### src/sv/hbs_pkg.sv
// hbs_pkg: shared types, codes and constants of the height map box smoother
// no dependencies; imported by every module of the block
package hbs_pkg;

    localparam int DEF_MAX_WIDTH     = 256;
    localparam int DEF_MAX_HEIGHT    = 256;
    localparam int DEF_KERNEL_SIZE   = 5;
    localparam int DEF_PENDING_DEPTH = 16;

    localparam int CFG_W    = 9;
    localparam int COORD_W  = 8;
    localparam int HEIGHT_W = 16;
    localparam int STATUS_W = 3;
    localparam int LEVEL_W  = 5;

    typedef enum logic [1:0] {
        REQ_LOAD   = 2'd0,
        REQ_PAINT  = 2'd1,
        REQ_COMMIT = 2'd2,
        REQ_NONE   = 2'd3
    } req_t;

    typedef enum logic [2:0] {
        ST_QUEUED    = 3'd0,
        ST_RANGE     = 3'd1,
        ST_FULL      = 3'd2,
        ST_LOADED    = 3'd3,
        ST_COMMITTED = 3'd4
    } status_t;

    localparam logic [0:0] CFG_IDX_WIDTH  = 1'b0;
    localparam logic [0:0] CFG_IDX_HEIGHT = 1'b1;

    typedef enum logic [3:0] {
        S_IDLE,
        S_WIN_RD,
        S_WIN_ACC,
        S_DIV,
        S_QUEUE,
        S_CMT_RD,
        S_CMT_WAIT,
        S_CMT_WR,
        S_DONE
    } state_t;

    // divider request bundle
    typedef struct packed {
        logic        start;
        logic [31:0] num;
        logic [15:0] den;
    } div_req_t;

endpackage

### src/sv/hbs_divider.sv
// hbs_divider: restoring divider, one quotient bit per cycle
// depends on hbs_pkg for the request bundle
module hbs_divider (
    input  logic              clk,
    input  logic              rst_n,
    input  hbs_pkg::div_req_t req,
    output logic              done,
    output logic [31:0]       quot
);
    import hbs_pkg::*;

    logic [31:0] q_reg, q_next;
    logic [16:0] r_reg, r_next;
    logic [15:0] d_reg, d_next;
    logic [5:0]  cnt_reg, cnt_next;
    logic        busy_reg, busy_next;
    logic        done_reg, done_next;
    logic [16:0] shifted;

    // load on start, then one shift-subtract step per cycle while busy
    always_comb
    begin
        q_next    = q_reg;
        r_next    = r_reg;
        d_next    = d_reg;
        cnt_next  = cnt_reg;
        busy_next = busy_reg;
        done_next = 1'b0;
        shifted   = {r_reg[15:0], q_reg[31]};
        if (req.start)
        begin
            q_next    = req.num;
            r_next    = '0;
            d_next    = req.den;
            cnt_next  = 6'd32;
            busy_next = 1'b1;
        end
        else if (busy_reg)
        begin
            if (shifted >= {1'b0, d_reg})
            begin
                r_next = shifted - {1'b0, d_reg};
                q_next = {q_reg[30:0], 1'b1};
            end
            else
            begin
                r_next = shifted;
                q_next = {q_reg[30:0], 1'b0};
            end
            cnt_next = cnt_reg - 6'd1;
            if (cnt_reg == 6'd1)
            begin
                busy_next = 1'b0;
                done_next = 1'b1;
            end
        end
    end

    always_ff @(posedge clk or negedge rst_n)
    begin
        if (!rst_n)
        begin
            busy_reg <= 1'b0;
            done_reg <= 1'b0;
            cnt_reg  <= '0;
        end
        else
        begin
            busy_reg <= busy_next;
            done_reg <= done_next;
            cnt_reg  <= cnt_next;
        end
    end

    always_ff @(posedge clk)
    begin
        q_reg <= q_next;
        r_reg <= r_next;
        d_reg <= d_next;
    end

    assign done = done_reg;
    assign quot = q_reg;

    a_done_after_busy: assert property (@(posedge clk) disable iff (!rst_n)
        done_reg |-> !busy_reg)
        else $error("divider done while busy");
    a_cnt_idle: assert property (@(posedge clk) disable iff (!rst_n)
        (!busy_reg && !req.start) |=> !done_reg)
        else $error("divider done without work");
    a_start_busy: assert property (@(posedge clk) disable iff (!rst_n)
        req.start |=> busy_reg)
        else $error("divider did not start");
endmodule

### config.mk
export PLATFORM = sky130hd
export DESIGN_NAME = hbs_divider
export DESIGN_NICKNAME = d
export VERILOG_FILES = /design/src/sv/hbs_pkg.sv /design/src/sv/hbs_divider.sv
export SDC_FILE = /design/constraint.sdc
export NUM_CORES = 1
export LEC_CHECK = 0
export BUFFER_PORTS_ARGS = -buffer_cell sky130_fd_sc_hd__buf_2
export CAP_MARGIN = 10
export CORE_ASPECT_RATIO = 1.1
export CORE_MARGIN = 2
export CORE_UTILIZATION = 31
export CTS_BUF_LIST = sky130_fd_sc_hd__clkbuf_16
export CTS_CLUSTER_DIAMETER = 150
export DETAILED_ROUTE_END_ITERATION = 16
export HOLD_SLACK_MARGIN = 0.05
export PLACE_DENSITY = 0.57
export SYNTH_ARGS = -nofsm -noshare
export SYNTH_HDL_FRONTEND = slang
export SYNTH_SLANG_ARGS = --single-unit
### constraint.sdc
create_clock -name clk -period 3.6 [get_ports clk]
set_clock_uncertainty 0.2 [all_clocks]
set_input_delay 0.54 -clock clk [delete_from_list [all_inputs] [get_ports clk]]
set_output_delay 0.54 -clock clk [all_outputs]
set_load 0.01 [all_outputs]
==> results.ini, run 1 <==
[run_status]
status=finished, final reports clean

[synthesis]
synth_nets=383
synthArstFlopShare=0.111
synth-seq-cells=72
netlist_area_mm2=0.00373
synth_edf_count=48
ys_types=48
yosys_warnings=0
syn_inst=313
seq_area_frac_synth=0.526
synth_area_per_cell_um2=11.9
ys.flop_type=edfxtp_1

[timing]
maxSlewViolCount=0
tightest_slew_ns=0.877
timing.setup.tns_ns=0
fmax_mhz=335
finalCriticalPeriod_ns=2.99
final_hold_viol_count=0
worst_slack_ns=0.611
setup_viol=0
post-route-period-util=0.830
max_slew_margin=0.416
rsz0062_at_grt=false

[floorplanning]
dieHeight_um=119
num_rows=42
die_x_um=109
start_util=0.314
core_area_mm2=0.0119
ioPinCount=84
dieArea_mm2=0.0129

[drt]
wl_per_cell_um=14.0
viasPerCell=4.84
drtIter0Drc=99
drtPass1Iterations=4
via_count=2704
drc=0
wl_um=7840
postRouteAntennaNets=0

[finish]
fillCellCount=1228
final_util=0.390
largest_reg_flops=32
final_nets=470
antenna_cells=0
layout-area-overhead-vs-synth_pct=24.3
layout_commonest_cell=buf_2
final_cell_mix=83 x buf_2, 48 x edfxtp_1, 31 x mux2_2, 24 x inv_1, 23 x nor2_1
drive_gt1_frac=0.343

[min_path]
hold_class=in -> reg

[grt]
track_usage=0.133
grt_util_met3=0.0476
grt_use_met1=0.168
grt.overflow.total=0
gr-usage-met2=0.199
grt_pass1_wl_um=13400
global_route.peak_usage_layer=met2
grt_pass1_vias=2779
grt_antenna_before_repair=0
grt_max_degree=35

[setup_path]
slowest_stage=o21a_1
max_stage_delay_ns=0.73
critPathKind=reg -> reg
worstPathMaxFanout=19
critical-path-top-delay-family=compound AO/OA/AOI/OAI gates
path_cells=inv_1, ha_1, a21o_1, o2111a_2, o31ai_4, o21a_1, buf_4, a32oi_1, o31ai_1
arrival_ns=3.03
crit_path_start_kind=register
cp-end-kind=register
crit_buf_inv=2
crit_required_ns=3.64

[job]
maxCapViolations=0

[clock_network]
numCtsBuffers=9
clk_latency_ns=0.33
tritoncts=yes
h-tree-depth=3
path_clk_slew_ns=0.06
clockBufferDepth=2
clock_sinks=72
cts_root_buf=clkbuf_16

[placed_design]
dp_slack_ns=0.581
portBuffers=83
dp_hpwl_um=5580
place_congestion=0.757

[pwr]
power.density_mw_per_mm2=547
p_leak_uw=0.00205
peakVddDrop_mv=0.201

## cell usage after synthesis, drive strengths merged, types with 3 or more instances
| cell type | number | area share |
|---|---|---|
| nor2 | 23 | 0.023 |
| mux2 | 31 | 0.094 |
| dfrtp | 8 | 0.054 |
| mux2i | 12 | 0.032 |
| clkbuf | 6 | 0.0060 |
| nand4 | 3 | 0.0050 |
| buf | 7 | 0.014 |
| a31oi | 3 | 0.0050 |
| a21oi | 13 | 0.017 |
| ha | 18 | 0.060 |
| inv | 23 | 0.023 |
| o31ai | 4 | 0.012 |
| nor3 | 4 | 0.0054 |
| nand2b | 5 | 0.0084 |
| a21o | 3 | 0.0060 |
| xnor2 | 9 | 0.021 |
| nor2b | 3 | 0.0050 |
| a211oi | 11 | 0.023 |
| edfxtp | 48 | 0.39 |
| o21ai | 12 | 0.016 |
| xor2 | 8 | 0.019 |
| nand2 | 18 | 0.018 |
| a32oi | 5 | 0.012 |
| dfxtp | 16 | 0.086 |
## path summary, 6_finish.rpt
path / startpoint / endpoint / slack [ns] / cells past startpoint
setup / recovery: d_reg[4] / r_reg[14] / 0.61 / 9
max in group asynchronous: rst_n / cnt_reg[5] / 2.66 / 2
min in group asynchronous: rst_n / cnt_reg[0] / 0.38 / 2
hold / removal: req[3] / d_reg[3] / 0.18 / 1
setup reg to reg: d_reg[4] / r_reg[14] / 0.61 / 9
hold reg to reg: r_reg[10] / r_reg[10] / 0.28 / 2
## what timing repair did
action | CTS | global route
setup endpoints to repair | 0 | 0
hold buffers | 1 | 0
resized for setup | 0 | 0
hold endpoints to repair | 8 | 0
buffers inserted | 0 | 0
## cells by family (layout without fill, tap and decap cells)
family                     after synthesis  count (layout)  share of synthesized area
AOI/OAI and AO/OA                       60              60                      0.115
xor gates and xnor gates                17              17                     0.0399
adders and majority gates               19              19                     0.0658
buffers and inverters                   36             128                     0.0436
DFF                                     72              72                      0.526
muxes                                   43              43                      0.126
and+or+nand+nor                         66              66                     0.0836
## layout make-up
class / instances / area [um^2] / share of cell area
inverter: 23 / 86.3 / 0.0186
clock inverter: 7 / 88.8 / 0.0192
timing repair buffer: 89 / 475 / 0.103
multi-input combinational: 205 / 1600 / 0.346
tap: 154 / 193 / 0.0416
clock buffer: 9 / 225 / 0.0486
sequential: 72 / 1960 / 0.423
## where the power goes
part | switching (uW) | internal (uW)
Sequential | 71.7 | 1010
Combinational | 270 | 244
Clock | 339 | 601
Total | 680 | 1850
## through the flow
| step | total power, uW | cell area [um^2] | hold WS [ns] | std cells |
|---|---|---|---|---|
| after detailed placement | 1610 | 4310 | 0.192 | 542 |
| final | 2530 | 4630 | 0.178 | 559 |
| after floorplan | 1450 | 3730 | 0.0444 | 313 |
| after global routing | 2680 | 4630 | 0.172 | 559 |
| after CTS | 2570 | 4630 | 0.163 | 559 |
| after global placement | 1610 | 4310 | 0.196 | 542 |
## per-layer routing
layer | up-vias | share of wire
met3 | 12 | 0.079
met4 | 0 | 0.023
li1 | 1325 | -
met5 | - | 0
met1 | 1284 | 0.44
met2 | 83 | 0.46
## worst reg2reg max path, cell delays in order (launching register included)
cell	delay, ns
edfxtp_1	0.32
inv_1	0.04
ha_1	0.35
a21o_1	0.25
o2111a_2	0.31
o31ai_4	0.25
o21a_1	0.73
buf_4	0.28
a32oi_1	0.10
o31ai_1	0.10
Note: power is estimated with default switching activity, not from simulation.
==> run 2: changes to the inputs <==
--- a/config.mk
+++ b/config.mk
@@ -5,6 +5,7 @@
 export SDC_FILE = /design/constraint.sdc
 export NUM_CORES = 1
 export LEC_CHECK = 0
+export ABC_AREA = 1
 export BUFFER_PORTS_ARGS = -buffer_cell sky130_fd_sc_hd__buf_2
 export CAP_MARGIN = 10
 export CORE_ASPECT_RATIO = 1.1
@@ -14,7 +15,7 @@
 export CTS_CLUSTER_DIAMETER = 150
 export DETAILED_ROUTE_END_ITERATION = 16
 export HOLD_SLACK_MARGIN = 0.05
-export PLACE_DENSITY = 0.57
+export PLACE_DENSITY = 0.56
 export SYNTH_ARGS = -nofsm -noshare
 export SYNTH_HDL_FRONTEND = slang
 export SYNTH_SLANG_ARGS = --single-unit
==> constraint.sdc (replaced) <==
create_clock -name clk -period 2.8 [get_ports clk]
set_clock_uncertainty 0.2 [all_clocks]
set_input_delay 0.42 -clock clk [delete_from_list [all_inputs] [get_ports clk]]
set_output_delay 0.42 -clock clk [all_outputs]
set_load 0.01 [all_outputs]
==> results.ini, run 2 <==
[run_status]
status=finished, final reports clean

[setup_path]
r2r_end=r_reg[13]
crit_buf_inv=1  ; -1
slowest_stage=edfxtp_1
r2r_start=d_reg[14]
crit_required_ns=2.88  ; -0.76 ns
worstPathMaxFanout=18  ; -1
crit_path_start_kind=register
arrival_ns=2.31  ; -0.72 ns
worstRegToRegCells=10  ; +1
critical-path-top-delay-family=simple AND/OR/NAND/NOR gates
r2r_slack_ns=0.58  ; -0.03 ns
path_cells=inv_1, ha_1, a21oi_1, o21a_1, nand2_2, nor2_8, nand2_8, nand2_1, nand3_1, nand2_1
cpMostUsedCell=nand2_1
critPathKind=reg -> reg
cp-end-kind=register
max_stage_delay_ns=0.37  ; -0.36 ns

[grt]
gr-usage-met2=0.231  ; +0.0326
global_route.peak_usage_layer=met2
grt_max_degree=38  ; +8.6%
grt_pass1_wl_um=17100  ; +28%
grt_use_met1=0.192  ; +0.0246
track_usage=0.150  ; +0.0172
grt_antenna_before_repair=0  ; unchanged
grt_util_met3=0.0500  ; +0.00243
grt.overflow.total=0  ; unchanged
grt_pass1_vias=3495  ; +26%

[synthesis]
synth_nets=581  ; +52%
synth_area_per_cell_um2=8.18  ; -31%
yosysTopAreaCellShare=0.345  ; -0.0418
synth-seq-cells=72  ; unchanged
yosysMostFrequentCell=nand2_1
ys_types=37  ; -23%
netlist_area_mm2=0.00418  ; +12%
synth_largest_area_cell=edfxtp_1
synth_common_cells=220 x nand2_1, 62 x inv_1, 48 x edfxtp_1
synthArstFlopShare=0.111  ; unchanged
synthTopCellsByArea=edfxtp_1 34%, nand2_1 20%, dfxtp_1 7.7%
seq_area_frac_synth=0.469  ; -0.0569
ys.flop_type=edfxtp_1
syn_inst=511  ; +63%
synth_edf_count=48  ; unchanged
yosys_warnings=0  ; unchanged

[drt]
drtPass1Iterations=4  ; unchanged
postRouteAntennaNets=0  ; unchanged
wl_per_cell_um=12.8  ; -8.5%
viasPerCell=4.50  ; -7.0%
wl_um=9980  ; +27%
drc=0  ; unchanged
drtIter0Drc=189  ; +91%
via_count=3494  ; +29%

[clock_network]
clock_sinks=72  ; unchanged
clk_latency_ns=0.34  ; about the same
cts_resized=0  ; unchanged
clockBufferDepth=2  ; unchanged
tritoncts=yes
numCtsBuffers=9  ; unchanged
h-tree-depth=3  ; unchanged
path_clk_slew_ns=0.06  ; about the same
cts_root_buf=clkbuf_16
cts_setup_buffers=0  ; unchanged

[pwr]
peakVddDrop_mv=0.421  ; +110%
power.density_mw_per_mm2=817  ; +49%
p_leak_uw=0.00273  ; +33%

[floorplanning]
num_rows=44  ; +4.8%
dieArea_mm2=0.0144  ; +12%
core_area_mm2=0.0132  ; +11%
start_util=0.316  ; +0.00243
die_x_um=115  ; +5.7%
ioPinCount=84  ; unchanged
dieHeight_um=126  ; +5.7%

[timing]
timing.setup.tns_ns=0  ; unchanged
rsz0062_at_grt=false
finalCriticalPeriod_ns=2.22  ; -0.765 ns
tightest_slew_ns=0.823  ; -0.0538 ns
max_slew_margin=0.451  ; +0.0352
post-route-period-util=0.794  ; -0.0360
fmax_mhz=450  ; +34%
maxSlewViolCount=0  ; unchanged
worst_slack_ns=0.576  ; -0.0349 ns
final_hold_viol_count=0  ; unchanged
setup_viol=0  ; unchanged

[placed_design]
dp_hpwl_um=7280  ; +31%
place_congestion=0.858  ; +13%
portBuffers=83  ; unchanged
dp_slack_ns=0.566  ; -0.0149 ns

[min_path]
holdPathStages=1  ; unchanged
hold_class=in -> reg
min_from=req[5]
min_to=d_reg[5]

[finish]
layout-area-overhead-vs-synth_pct=24.1
final_cell_mix=220 x nand2_1, 83 x buf_2, 62 x inv_1, 48 x edfxtp_1, 24 x nand3_1
largest_reg_flops=32  ; unchanged
layout_commonest_cell=nand2_1
final_util=0.393  ; +0.00239
drive_gt1_frac=0.222  ; -0.121
final_nets=681  ; +45%
antenna_cells=0  ; unchanged

[job]
maxCapViolations=0  ; unchanged

## run 2: metal layers
metal  share of wire  routed length [um]
met4           0.023                 227
met1            0.46                4590
met3           0.070                 696
met5               0                   0
met2            0.45                4470
## run 2: timing repair
action / CTS / global route
endpoints found under the setup margin: 0 / 0
hold buffers: 14 / 1
endpoints found under the hold margin: 21 / 1
## run 2: area by class of cell
type                       count  area [um^2]
clock buffer                   9          225
fill                        1345         8030
multi-input combinational    359         1880
tap                          161          201
sequential                    72         1960
inverter                      67          251
timing repair buffer         102          596
clock inverter                 7         71.3
## run 2: report_power, final
part,internal [uW],switching [uW],total [uW],leakage [uW]
Clock,690,457,1150,0.000150
Sequential,1330,133,1470,0.000737
Combinational,620,1000,1620,0.00184
Total,2640,1590,4240,0.00273
## run 2: how the worst max path moves through the flow
stage / start / to / depth (start not counted)
finish: d_reg[14] / r_reg[13] / 10
global route: d_reg[14] / r_reg[8] / 10
CTS: d_reg[14] / r_reg[13] / 10
detailed placement: d_reg[14] / r_reg[13] / 10
global placement: d_reg[14] / r_reg[12] / 10
floorplan: quot[31] / r_reg[12] / 11
## run 2: kinds of logic (layout without fill, tap and decap cells)
| group | count (synthesis) | in the layout | share of synthesized area |
|---|---|---|---|
| and+or+nand+nor | 311 | 311 | 0.347 |
| xor gates and xnor gates | 6 | 6 | 0.0126 |
| AOI/OAI and AO/OA | 23 | 23 | 0.0320 |
| DFF | 72 | 72 | 0.469 |
| buffers and inverters | 80 | 185 | 0.0808 |
| adders and majority gates | 19 | 19 | 0.0587 |
## run 2: through the flow
| stage | cells | total power (uW) | hold slack [ns] | area [um^2] |
|---|---|---|---|---|
| finish | 777 | 4240 | 0.0668 | 5190 |
| CTS | 776 | 4290 | 0.0505 | 5180 |
| floorplan | 511 | 2740 | -0.0756 | 4180 |
| detailed placement | 746 | 3090 | 0.0732 | 4740 |
| global route | 777 | 4560 | 0.0565 | 5190 |
| global placement | 746 | 3060 | 0.0681 | 4740 |
==> run 3: changes to the inputs <==
==> constraint.sdc (replaced) <==
create_clock -name clk -period 2.2 [get_ports clk]
set_clock_uncertainty 0.2 [all_clocks]
set_input_delay 0.33 -clock clk [delete_from_list [all_inputs] [get_ports clk]]
set_output_delay 0.33 -clock clk [all_outputs]
set_load 0.01 [all_outputs]
==> results.ini, run 3 (same netlist as run 2, synthesis figures left out) <==
[setup_path]
slowest_stage=fa_2
arrival_ns=2.10  ; -0.21 ns
cpMostUsedCell=nand2_1
cp-end-kind=register
path_cells=inv_1, ha_2, fa_2, inv_1, nand4_1, nand2_2, nand2_1, nand2_1, nand2_1, nand2_1, nand2_2, nand3_2, nand2_1
crit_buf_inv=2  ; +1
worstPathMaxFanout=3  ; -15
path_depth=13  ; +3
crit_required_ns=2.23  ; -0.65 ns
critPathLaunch=quot[31]
worstRegToRegCells=13  ; +3
r2r_start=quot[31]
crit_path_start_kind=register
critPathKind=reg -> reg
critical-path-top-delay-family=simple AND/OR/NAND/NOR gates
max_stage_delay_ns=0.42  ; +0.05 ns

[timing]
post-route-period-util=0.937  ; +0.143
setup_viol=0  ; unchanged
timing.setup.tns_ns=0  ; unchanged
tightest_slew_ns=0.592  ; -0.230 ns
final_hold_viol_count=0  ; unchanged
worst_slack_ns=0.138  ; -0.438 ns
max_slew_margin=0.605  ; +0.154
rsz0062_at_grt=false
maxSlewViolCount=0  ; unchanged
fmax_mhz=485  ; +7.9%
finalCriticalPeriod_ns=2.06  ; -0.162 ns

[grt]
grt_pass1_wl_um=17400  ; +1.7%
grt_max_degree=38  ; unchanged
grt_pass1_vias=3644  ; +4.3%
grt_antenna_before_repair=0  ; unchanged
track_usage=0.154  ; +0.00349
grt.overflow.total=0  ; unchanged

[floorplanning]
dieHeight_um=126  ; unchanged
core_area_mm2=0.0132  ; unchanged
dieArea_mm2=0.0144  ; unchanged
num_rows=44  ; unchanged
die_x_um=115  ; unchanged
start_util=0.316  ; unchanged
ioPinCount=84  ; unchanged

[job]
maxCapViolations=0  ; unchanged

[finish]
drive_gt1_frac=0.258  ; +0.0351
layout_commonest_cell=nand2_1
final_cell_mix=216 x nand2_1, 83 x buf_2, 64 x inv_1, 48 x edfxtp_1, 24 x nand3_1
fillCellCount=1355  ; +0.74%
layout-area-overhead-vs-synth_pct=30.4
largest_reg_flops=32  ; unchanged
antenna_cells=0  ; unchanged
final_nets=694  ; +1.9%

[min_path]
holdPathStages=3  ; +2
min_from=req[34]
hold_class=in -> reg

[drt]
postRouteAntennaNets=0  ; unchanged
drtPass1Iterations=5  ; +1
drc=0  ; unchanged
wl_um=10700  ; +7.1%
wl_per_cell_um=13.5  ; +5.4%
viasPerCell=4.54  ; +1.0%
via_count=3588  ; +2.7%
drtIter0Drc=196  ; +3.7%

[pwr]
clock_power_share=0.251  ; -0.020
p_total_uw=5710  ; +35%
p_int_uw=3570  ; +35%
p_sw_frac=0.374  ; -0.00213
combPwrFrac=0.417  ; +0.034
p_leak_uw=0.00279  ; +2.3%
power.density_mw_per_mm2=1050  ; +28%
seq_power_share=0.332  ; -0.014
peakVddDrop_mv=0.428  ; +1.6%
p_switching_uw=2140  ; +34%

[clock_network]
numCtsBuffers=9  ; unchanged
h-tree-depth=3  ; unchanged
tritoncts=yes
clock_sinks=72  ; unchanged
cts_root_buf=clkbuf_16
path_clk_slew_ns=0.06  ; about the same
clockBufferDepth=2  ; unchanged
clk_latency_ns=0.34  ; about the same

[run_status]
status=finished, final reports clean

[placed_design]
place_congestion=0.881  ; +2.8%
dp_slack_ns=-0.00220  ; -0.568 ns
dp_hpwl_um=7540  ; +3.6%
portBuffers=83  ; unchanged

[run 3: what timing repair did]
action                                 in CTS  in global routing
pin swaps                                   0                  5
gates resized for setup                     1                 21
hold buffers                               18                  0
gates cloned                                0                  1
setup endpoints to repair                   9                 16
endpoints found under the hold margin      25                  0
buffers inserted                            0                  3
[run 3: layout make-up]
type                            count  area [um^2]  area share
Timing Repair Buffer              114          718       0.132
Clock inverter                      7         65.1      0.0119
Sequential cell                    72         1960       0.360
Multi-Input combinational cell    360         2030       0.372
Inverter                           67          251      0.0461
Tap cell                          161          201      0.0369
Clock buffer                        9          225      0.0413
[run 3: worst paths after layout]
check	to	slack, ns
max	r_reg[14]	0.14
min	quot[18]	0.06
max reg2reg	r_reg[14]	0.14
min reg2reg	r_reg[11]	0.29
max in group asynchronous	cnt_reg[1]	1.47
min in group asynchronous	cnt_reg[0]	0.16
[run 3: per-layer routing]
metal,GRT usage,vias to the layer above,wire length (um)
met4,0.0780,0,254
li1,-,1853,-
met5,0,-,0
met3,0.0380,15,606
met1,0.188,1615,4680
met2,0.250,105,5140
[run 3: power groups by stage]
stage	registers, uW	logic (uW)	clock network [uW]
6_report	1900	2380	1430
5_1_grt	1930	2680	1520
4_1_cts	1870	2210	1470
3_5_place_dp	1890	2160	0
3_3_place_gp	1890	2140	0
2_1_floorplan	1870	1610	0
[run 3: worst reg2reg max path, stage by stage (launching register included)]
cell and delay, ns:
edfxtp_1 0.34, inv_1 0.06, ha_2 0.20, fa_2 0.42, inv_1 0.07, nand4_1 0.11, nand2_2 0.14, nand2_1 0.08
nand2_1 0.07, nand2_1 0.04, nand2_1 0.06, nand2_2 0.05, nand3_2 0.05, nand2_1 0.05
[run 3: metrics by stage]
step | cell area, um^2 | utilization | hold slack (ns) | cells
floorplan | 4180 | - | -0.166 | 511
global placement | 4810 | 0.364 | -0.0229 | 752
detailed placement | 4810 | 0.364 | -0.0125 | 752
CTS | 5280 | 0.400 | 0.0505 | 786
global route | 5450 | 0.413 | 0.0648 | 790
finish | 5450 | 0.413 | 0.0635 | 790
